==> src/rtl/core/i2cms_pkg.sv <==
// shared types and command codes for the i2c master bit sequencer
package i2cms_pkg;

  localparam logic [2:0] CMD_NONE      = 3'd0;
  localparam logic [2:0] CMD_START     = 3'd1;
  localparam logic [2:0] CMD_STOP      = 3'd2;
  localparam logic [2:0] CMD_WRITE     = 3'd3;
  localparam logic [2:0] CMD_READ_ACK  = 3'd4;
  localparam logic [2:0] CMD_READ_NACK = 3'd5;

  localparam int unsigned TOP_BIT   = 7;
  localparam logic [3:0]  BITS_DONE = 4'd8;

  typedef struct packed {
    logic [2:0]  active_command;
    logic [2:0]  phase;
    logic [3:0]  bit_count;
    logic [7:0]  shift_reg;
    logic [15:0] wait_count;
    logic        pin_scl;
    logic        pin_sda;
    logic        pin_drive;
    logic        last_ack;
    logic [7:0]  last_read;
  } seq_state_t;

  typedef struct packed {
    logic [2:0] command;
    logic [7:0] write_byte;
    logic       sda_in;
  } in_item_t;

  typedef struct packed {
    logic       scl_level;
    logic       sda_level;
    logic       sda_driving;
    logic       busy_res;
    logic       done_res;
    logic       ack_received;
    logic [7:0] read_byte;
  } out_item_t;

endpackage

==> src/rtl/core/i2cms_step.sv <==
// one interval of the pin sequencer: next state and result item
module i2cms_step (
  input  i2cms_pkg::seq_state_t st_cur,
  input  i2cms_pkg::in_item_t   item,
  input  logic [15:0]           ack_wait_limit,
  output i2cms_pkg::seq_state_t st_nxt,
  output i2cms_pkg::out_item_t  res
);
  import i2cms_pkg::*;

  localparam logic [2:0] PH_0 = 3'd0;
  localparam logic [2:0] PH_1 = 3'd1;
  localparam logic [2:0] PH_2 = 3'd2;
  localparam logic [2:0] PH_3 = 3'd3;
  localparam logic [2:0] PH_4 = 3'd4;
  localparam logic [2:0] PH_5 = 3'd5;
  localparam logic [2:0] PH_6 = 3'd6;
  localparam logic [2:0] PH_7 = 3'd7;

  seq_state_t  s;
  logic        busy;
  logic        done;
  logic [3:0]  bit_inc;
  logic [16:0] wait_inc;

  always_comb begin
    s = st_cur;
    done = 1'b0;
    if (s.active_command == CMD_NONE && item.command >= CMD_START &&
        item.command <= CMD_READ_NACK) begin
      s.active_command = item.command;
      s.phase = PH_0;
      s.bit_count = 4'd0;
      s.wait_count = 16'd0;
      s.shift_reg = (item.command == CMD_WRITE) ? item.write_byte : 8'd0;
    end
    busy = (s.active_command != CMD_NONE);
    bit_inc = s.bit_count + 4'd1;
    wait_inc = {1'b0, s.wait_count} + 17'd1;

    case (s.active_command)
      CMD_START: begin
        s.pin_drive = 1'b1;
        case (s.phase)
          PH_0: begin s.pin_sda = 1'b1; s.phase = PH_1; end
          PH_1: begin s.pin_scl = 1'b1; s.phase = PH_2; end
          PH_2: begin s.pin_sda = 1'b0; s.phase = PH_3; end
          default: begin s.pin_scl = 1'b0; done = 1'b1; end
        endcase
      end
      CMD_STOP: begin
        s.pin_drive = 1'b1;
        case (s.phase)
          PH_0: begin s.pin_sda = 1'b0; s.phase = PH_1; end
          PH_1: begin s.pin_scl = 1'b1; s.phase = PH_2; end
          default: begin s.pin_sda = 1'b1; done = 1'b1; end
        endcase
      end
      CMD_WRITE: begin
        case (s.phase)
          PH_0: begin
            s.pin_drive = 1'b1;
            s.pin_sda = s.shift_reg[TOP_BIT];
            s.phase = PH_1;
          end
          PH_1: begin s.pin_scl = 1'b1; s.phase = PH_2; end
          PH_2: begin
            s.pin_scl = 1'b0;
            s.shift_reg = {s.shift_reg[6:0], 1'b0};
            s.bit_count = bit_inc;
            s.phase = (bit_inc >= BITS_DONE) ? PH_3 : PH_0;
          end
          PH_3: begin s.pin_drive = 1'b1; s.pin_sda = 1'b1; s.phase = PH_4; end
          PH_4: begin s.pin_drive = 1'b0; s.phase = PH_5; end
          PH_5: begin s.pin_scl = 1'b1; s.phase = PH_6; end
          PH_6: begin
            if (!item.sda_in) begin
              s.last_ack = 1'b1;
              s.phase = PH_7;
            end else if (wait_inc > {1'b0, ack_wait_limit}) begin
              s.last_ack = 1'b0;
              s.phase = PH_7;
            end else begin
              s.wait_count = wait_inc[15:0];
            end
          end
          default: begin s.pin_scl = 1'b0; done = 1'b1; end
        endcase
      end
      CMD_READ_ACK, CMD_READ_NACK: begin
        case (s.phase)
          PH_0: begin s.pin_drive = 1'b0; s.pin_scl = 1'b1; s.phase = PH_1; end
          PH_1: begin s.shift_reg = {s.shift_reg[6:0], item.sda_in}; s.phase = PH_2; end
          PH_2: begin
            s.pin_scl = 1'b0;
            s.bit_count = bit_inc;
            s.phase = (bit_inc >= BITS_DONE) ? PH_3 : PH_0;
          end
          PH_3: begin
            s.pin_drive = 1'b1;
            s.pin_sda = (s.active_command == CMD_READ_NACK);
            s.phase = PH_4;
          end
          PH_4: begin s.pin_scl = 1'b1; s.phase = PH_5; end
          default: begin
            s.pin_scl = 1'b0;
            s.last_read = s.shift_reg;
            done = 1'b1;
          end
        endcase
      end
      default: begin
      end
    endcase

    if (done) begin
      s.active_command = CMD_NONE;
      s.phase = PH_0;
      s.bit_count = 4'd0;
    end

    st_nxt = s;
    res.scl_level = s.pin_scl;
    res.sda_level = s.pin_sda;
    res.sda_driving = s.pin_drive;
    res.busy_res = busy;
    res.done_res = done;
    res.ack_received = s.last_ack;
    res.read_byte = s.last_read;
  end

endmodule

==> src/rtl/core/i2c_master_bit_sequencer_unit.sv <==
// top level: input register, sequencer state, step logic and result register
// an accepted item is held in the input register, and its result in the result register
// throughput: one item per cycle while out_ready does not hold a waiting result; the step logic is combinational
// the input and result registers let an item enter while a result waits
// reset (rst_n low, synchronous): sequencer idle, scl and sda latches high,
// sda released, ack_wait_limit back to 100, both register stages empty
module i2c_master_bit_sequencer_unit (
  input  logic        clk,
  input  logic        rst_n,
  input  logic        in_valid,
  output logic        in_ready,
  input  logic [2:0]  in_command,
  input  logic [7:0]  in_write_byte,
  input  logic        in_sda_in,
  output logic        out_valid,
  input  logic        out_ready,
  output logic        out_scl_level,
  output logic        out_sda_level,
  output logic        out_sda_driving,
  output logic        out_busy_res,
  output logic        out_done_res,
  output logic        out_ack_received,
  output logic [7:0]  out_read_byte,
  input  logic        cfg_valid,
  output logic        cfg_ready,
  input  logic [15:0] cfg_ack_wait_limit
);
  import i2cms_pkg::*;

  localparam logic [15:0] LIMIT_RESET = 16'd100;

  logic       in_valid_r;
  in_item_t   in_item_r;
  logic       out_valid_r;
  out_item_t  out_item_r;
  seq_state_t st_r;
  seq_state_t st_nxt;
  out_item_t  res_nxt;
  logic [15:0] limit_r;
  logic       fire;

  assign fire = in_valid_r && (!out_valid_r || out_ready);
  assign in_ready = !in_valid_r || fire;
  assign cfg_ready = 1'b1;

  i2cms_step u_step (
    .st_cur         (st_r),
    .item           (in_item_r),
    .ack_wait_limit (limit_r),
    .st_nxt         (st_nxt),
    .res            (res_nxt)
  );

  always_ff @(posedge clk) begin
    if (!rst_n) begin
      in_valid_r <= 1'b0;
      out_valid_r <= 1'b0;
      limit_r <= LIMIT_RESET;
      st_r <= '{active_command: CMD_NONE, phase: 3'd0, bit_count: 4'd0,
                shift_reg: 8'd0, wait_count: 16'd0, pin_scl: 1'b1,
                pin_sda: 1'b1, pin_drive: 1'b0, last_ack: 1'b0,
                last_read: 8'd0};
    end else begin
      if (cfg_valid) begin
        limit_r <= cfg_ack_wait_limit;
      end
      if (in_valid && in_ready) begin
        in_valid_r <= 1'b1;
      end else if (fire) begin
        in_valid_r <= 1'b0;
      end
      if (fire) begin
        st_r <= st_nxt;
        out_valid_r <= 1'b1;
      end else if (out_ready) begin
        out_valid_r <= 1'b0;
      end
    end
  end

  always_ff @(posedge clk) begin
    if (in_valid && in_ready) begin
      in_item_r <= '{command: in_command, write_byte: in_write_byte, sda_in: in_sda_in};
    end
    if (fire) begin
      out_item_r <= res_nxt;
    end
  end

  assign out_valid = out_valid_r;
  assign out_scl_level = out_item_r.scl_level;
  assign out_sda_level = out_item_r.sda_level;
  assign out_sda_driving = out_item_r.sda_driving;
  assign out_busy_res = out_item_r.busy_res;
  assign out_done_res = out_item_r.done_res;
  assign out_ack_received = out_item_r.ack_received;
  assign out_read_byte = out_item_r.read_byte;

  a_done_idle: assert property (@(posedge clk) disable iff (!rst_n)
    fire && res_nxt.done_res |=> st_r.active_command == CMD_NONE)
    else $error("sequencer not idle after final interval");

  a_fire_result: assert property (@(posedge clk) disable iff (!rst_n)
    fire |=> out_valid_r)
    else $error("result lost after step");

  a_bit_count: assert property (@(posedge clk) disable iff (!rst_n)
    st_r.bit_count <= BITS_DONE)
    else $error("bit count beyond one byte");

  a_done_busy: assert property (@(posedge clk) disable iff (!rst_n)
    fire && res_nxt.done_res |-> res_nxt.busy_res)
    else $error("final interval reported while not busy");

endmodule
==> config.mk <==
export PLATFORM = sky130hd
export DESIGN_NAME = i2c_master_bit_sequencer_unit
export DESIGN_NICKNAME = d
export VERILOG_FILES = /design/src/rtl/core/i2cms_pkg.sv /design/src/rtl/core/i2cms_step.sv /design/src/rtl/core/i2c_master_bit_sequencer_unit.sv
export SDC_FILE = /design/constraint.sdc
export NUM_CORES = 1
export LEC_CHECK = 0
export BUFFER_PORTS_ARGS = -buffer_cell sky130_fd_sc_hd__buf_4
export CAP_MARGIN = 20
export CORE_ASPECT_RATIO = 0.8
export CORE_UTILIZATION = 45
export CTS_BUF_LIST = sky130_fd_sc_hd__clkbuf_8
export CTS_CLUSTER_SIZE = 40
export DETAILED_ROUTE_END_ITERATION = 8
export PLACE_DENSITY = 0.73
export SLEW_MARGIN = 40
export SYNTH_ARGS = -nofsm -noshare
export SYNTH_HDL_FRONTEND = slang
export SYNTH_SLANG_ARGS = --single-unit
export TNS_END_PERCENT = 20
==> constraint.sdc <==
create_clock -name clk -period 5.28 [get_ports clk]
set_clock_uncertainty 0.05 [all_clocks]
set_input_delay 0.792 -clock clk [delete_from_list [all_inputs] [get_ports clk]]
set_output_delay 0.792 -clock clk [all_outputs]
set_load 0.05 [all_outputs]
# Word-level counts from Yosys, hierarchy flattened

Index checks and enable logic that the tools add are counted.
W data, S select, Z words.

Register bits after elaboration: 90
Input bits: 33

Add/subtract/negate cells: 2
Magnitude comparators: 4
Equality and inequality tests: 12
Mux-type cells: 45
Reductions and logical operators: 24

Operators by type and width:

| kind                    | number |
|---|---|
| $mux W16                | 4 |
| $mux W34                | 1 |
| $mux W8                 | 4 |
| $pmux W12 S2            | 1 |
| $pmux W3 S4             | 2 |
| $pmux W3 S7             | 1 |
| $add A16 B1 Y17 const B | 1 |
| $gt A17 B16 Y1          | 1 |
| $pmux W1 S2             | 8 |
| $eq A3 B2 Y1 const B    | 5 |
| $eq A3 B3 Y1 const B    | 5 |
| $pmux W3 S5             | 1 |
| $mux W1                 | 14 |
| $reduce_or A2 Y1        | 7 |
| $mux W12                | 1 |
| $mux W10                | 1 |
| $pmux W3 S3             | 1 |
| $reduce_or A7 Y1        | 1 |
| $eq A3 B1 Y1 const B    | 2 |
| $logic_not A3 Y1        | 2 |
| $mux W3                 | 2 |
| $pmux W3 S2             | 1 |
| $reduce_or A5 Y1        | 1 |
| $add A4 B1 Y4 const B   | 1 |
| other kinds (13)        | 19 |

# Longest topological paths before layout

Depth in word-level cells: 11
Gate-level depth with buffers: 21
Gate-level depth less buffers: 17

# By module

A second synthesis with hierarchy kept.

Cell total of the unflattened synthesis: 677
Area, all modules: 5,706.7 um^2

Modules (own cells, without submodules):

| module                        | times used | cells each | area each (um^2) |
|---|---|---|---|
| i2c_master_bit_sequencer_unit | 1          | 289        | 3,357.0 |
| i2cms_step                    | 1          | 388        | 2,349.8 |

# Worst setup path before layout

OpenSTA, ideal clock, no wires.

Path type: reg-to-reg
Start: register in_item_r[10] in the netlist's numbering
End: register st_r[20] in the netlist's numbering
Arrival time: 4.930 ns
Required time: 5.110 ns
Setup slack: 0.180 ns
Cell stages (with the launch flop): 21
Path buffers: 3
Cells stage by stage: edfxtp_1 -> nor3_2 -> or3_1 -> buf_2 -> clkbuf_1 -> clkbuf_1 -> and2_1 -> ha_1 -> nand3_1 -> nor3_1 -> and3_1 -> and3_1 -> xnor2_1 -> ha_1 -> nand2_1 -> nor3_1 -> a211oi_1 -> a21boi_1 -> nor3_4 -> and4_1 -> o31a_1

Cells in the longest elaborated chain, start to end: 10
Elaborated cells between the ends (all ways): 13

Ends and longest elaborated chain:

| item                              | line                                | text |
|---|---|---|
| start, declared                   | i2c_master_bit_sequencer_unit.sv:33 | `in_item_t in_item_r;` |
| start signal, assigned            | i2c_master_bit_sequencer_unit.sv:83 | `in_item_r <= '{command: in_command, write_byte: in_write_byte, sda_in: in_sda_in};` |
| $ge A3 B1 Y1                      | i2cms_step.sv:29                    | `if (s.active_command == CMD_NONE && item.command >= CMD_START &&` |
| $logic_and A1 B1 Y1 (2 in series) | i2cms_step.sv:29                    |  |
| $mux W34 (*)                      | i2cms_step.sv:29                    |  |
| $add A16 B1 Y17                   | i2cms_step.sv:39                    | `wait_inc = {1'b0, s.wait_count} + 17'd1;` |
| $gt A17 B16 Y1                    | i2cms_step.sv:80                    | `end else if (wait_inc > {1'b0, ack_wait_limit}) begin` |
| $mux W16                          | i2cms_step.sv:80                    |  |
| $mux W16                          | i2cms_step.sv:77                    | `if (!item.sda_in) begin` |
| $mux W16                          | i2cms_step.sv:60                    | `case (s.phase)` |
| $mux W16 (*)                      | i2cms_step.sv:41                    | `case (s.active_command)` |
| end signal, assigned              | i2c_master_bit_sequencer_unit.sv:59 | `st_r <= '{active_command: CMD_NONE, phase: 3'd0, bit_count: 4'd0,` |
| end signal, assigned              | i2c_master_bit_sequencer_unit.sv:73 | `st_r <= st_nxt;` |
| end, declared                     | i2c_master_bit_sequencer_unit.sv:36 | `seq_state_t st_r;` |

Every way passes the cells marked *; elsewhere a longest branch is shown, timed or not.
A chain may end at the register's enable or synchronous reset.

# Final worst setup path

Start: register st_r[45] in the netlist's numbering
End: register st_r[27] in the netlist's numbering

Cells in the longest elaborated chain, start to end: 10
Elaborated cells between the ends (all ways): 12

Ends and longest elaborated chain:

| item                              | line |
|---|---|
| $logic_not A3 Y1                  | i2cms_step.sv:29 |
| $logic_and A1 B1 Y1 (2 in series) | i2cms_step.sv:29 |
| $mux W34 (*)                      | i2cms_step.sv:29 |
| $add A16 B1 Y17                   | i2cms_step.sv:39 |
| $gt A17 B16 Y1                    | i2cms_step.sv:80 |
| $mux W16                          | i2cms_step.sv:80 |
| $mux W16                          | i2cms_step.sv:77 |
| $mux W16                          | i2cms_step.sv:60 |
| $mux W16 (*)                      | i2cms_step.sv:41 |

Marks and branches as above.

==> results by group <==
Synth
  – Share of the synthesized area in the top cell type: 0.256
  – Commonest register cell after synthesis: dfxtp_1
  – Sequential cell area fraction in the yosys report: 0.411
  – Syn Area/Cell: 8.63 um^2
  – Syn_nets: 632
  – Yosys Warn Count: 0
  – Synth top area cells: dfxtp_1 26%, edfxtp_1 16%, nor2_1 5.5%, nand2_1 5.4%, mux2i_1 4.6%
  – Async S/R FF share, synth: 0
  – Post-Syn Area: 5010 um^2
  – Most instantiated library cell after synthesis: nor2_1
  – Synth Instances: 581
  – Post-synth EDFFs: 26
  – Cell variety after synth: 66
  – Post-synth top cells: 74 x nor2_1, 72 x nand2_1, 64 x dfxtp_1, 37 x a21oi_1, 27 x o21ai_0
  – Register bit total from synthesis: 90
  – Cell accounting for the most synthesized area: dfxtp_1

Timing
  – Final worst slack: 0.542 ns
  – Final worst path period share: 0.897
  – Max Transition Viols Final: 0
  – Final Hold Vio Count: 0
  – Slew headroom: 0.436
  – Setup violation total in the final timing report: 0
  – Clock period minus final worst setup slack: 4.74 ns
  – Setup TNS: 0 ns
  – Peak Freq: 0.211 GHz
  – Worst-margin pin slew: 0.837 ns
  – RSZ-0062 raised after global routing: no

Placement
  – DP Cell Count: 749
  – Port Buf Inserts: 48
  – Pre-CTS WS: 0.646 ns
  – Gpl congestion: 0.893
  – Post-DP HPWL: 8830 um

Die
  – Die X: 120 um
  – Die footprint: 11600 um^2
  – Total core area: 10800 um^2
  – Die Y: 96.4 um
  – Num ports: 50
  – Initial core utilization: 0.462
  – Row cnt: 34

GRT
  – Initial antenna violation count: 0
  – Global-route wire length before repair: 20300 um
  – GR Util met3: 0.0393
  – Pin count of the biggest net entering global routing: 51
  – All-Layer GR Usage: 0.227
  – Vias in the first global route: 3987
  – GRT met1 Usage: 0.338
  – M2 GR Usage: 0.334
  – GRT busiest layer: met1
  – Gr ovfl total: 0

Routing
  – Antenna-violating nets left: 0
  – WL per Instance: 16.5 um
  – Post-route DRC: 0
  – Starting DRT DRC Count: 560
  – Drt total wl: 12600 um
  – Routed vias: 4464
  – Vias/cell: 5.84
  – 1st-pass router iterations: 5

Cells and area
  – Fillers: 1048
  – Share of layout cells above drive strength 1: 0.151
  – NumNets Final: 667
  – P&R area growth vs syn: 13.6%
  – Antenna fix cells: 0
  – Final cell count without fillers: 765

Power and ir drop
  – P_leak: 2.24 nW
  – Maximum vdd drop: 0.000158 V
  – P per Cell Area: 264 nW/um^2

CTS
  – CTS root buffer: clkbuf_8
  – Clock buffer depth: 2
  – Resize count post-CTS: 0
  – Setup bufs post-CTS: 0
  – TritonCTS Buffers: 9
  – CTS H-tree lvls: 3
  – CTS Hold Bufs: 0
  – Worst-path clk slew: 0.09 ns
  – Insertion delay to the later sink of the worst-skew pair: 0.38 ns
  – Clock sinks: 90
  – CTS tree: done

Critical path
  – Worst EP required: 5.51 ns
  – Setup crit end kind: register
  – Critical path fanouts, max: 10
  – Critical path class: reg -> reg
  – Crit path arrival time: 4.97 ns
  – Crit start category: register

Job
  – Total of max-cap violations: 0

Hold path
  – Hold Crit Class: reg -> reg

Outcome
  – Outcome: complete, no violations
critical path, cell delays in order, from the launching register on:
cell and delay (ns):
dfxtp_1 0.41, or3_4 0.45, or3_1 0.37, and2_1 0.21, ha_1 0.25, nand3_1 0.18, nor3_1 0.07, buf_4 0.15
and3_1 0.22, and3_1 0.25, xnor2_1 0.14, ha_1 0.29, nand2_1 0.07, nor3_1 0.22, a21oi_1 0.10, a21boi_1 0.14
buf_4 0.20, nor3_4 0.38, o22ai_1 0.23, a32o_1 0.26
power breakdown:
group / leakage, nW / internal, W / switching, W
registers: 0.770 / 0.000737 / 0.0000197
logic: 1.36 / 0.0000780 / 0.000154
clock network: 0.109 / 0.000262 / 0.000253
final timing paths:
check | slack, ns | start | cells past startpoint | end
worst max register to register | 0.54 | st_r[45]$_SDFFE_PN0P_ | 19 | st_r[27]$_SDFFE_PN0P_
worst max-delay path | 0.54 | st_r[45]$_SDFFE_PN0P_ | 19 | st_r[27]$_SDFFE_PN0P_
worst min-delay path | 0.41 | st_r[34]$_SDFFE_PN0P_ | 2 | st_r[34]$_SDFFE_PN0P_
worst min register to register | 0.41 | st_r[34]$_SDFFE_PN0P_ | 2 | st_r[34]$_SDFFE_PN0P_
cell type report:
type                    count  area (um^2)  area share
well taps                 144          180      0.0316
clock buffers               9          124      0.0218
repair buffers             56          420      0.0738
inverters                  21         78.8      0.0138
multi-input cells         438         2740       0.482
flip-flops and latches     90         2060       0.362
clock inverters             7         85.1      0.0149
flip-flops by register name, summed over array words and instances, names as in the netlist:
name              count
out_scl_level         1
out_done_res          1
in_item_r            12
out_ack_received      1
out_sda_driving       1
out_valid             1
in_valid_r            1
st_r                 46
limit_r              16
out_read_byte         8
out_sda_level         1
out_busy_res          1
cells by family after synthesis:
logic type      Yosys count  share of synthesized area
mux                      30                     0.0617
other cells               1                   0.000748
buf+inv                  53                     0.0419
simple gates            242                      0.240
xor+xnor                 17                     0.0297
flops                    90                      0.411
fa+ha+maj                18                     0.0449
compound gates          130                      0.170
per-stage QoR:
stage               hold slack, ns   util  instance area (um^2)  power, W
floorplan                    0.382      -                  5010  0.000926
global placement             0.388  0.505                  5480  0.000995
finish                       0.406  0.525                  5690   0.00150
CTS                          0.405  0.525                  5690   0.00151
detailed placement           0.393  0.505                  5480  0.000999
global route                 0.419  0.525                  5690   0.00156
layout by cell type (no fill, tap or decap), drive strengths merged, types with 15 or more instances in the layout:
cell type,n
o21ai,28
o211ai,15
nand2,73
buf,56
nand3,24
ha,18
nor3,18
inv,21
edfxtp,26
mux2i,23
a21oi,37
nor2,74
dfxtp,64
metal layers:
| layer | share of wire | up-vias |
|---|---|---|
| met5 | 0 | - |
| met4 | 0.011 | 0 |
| met3 | 0.058 | 13 |
| met2 | 0.43 | 157 |
| met1 | 0.50 | 2137 |
| li1 | - | 2157 |
(Power assumes the default switching activity.)
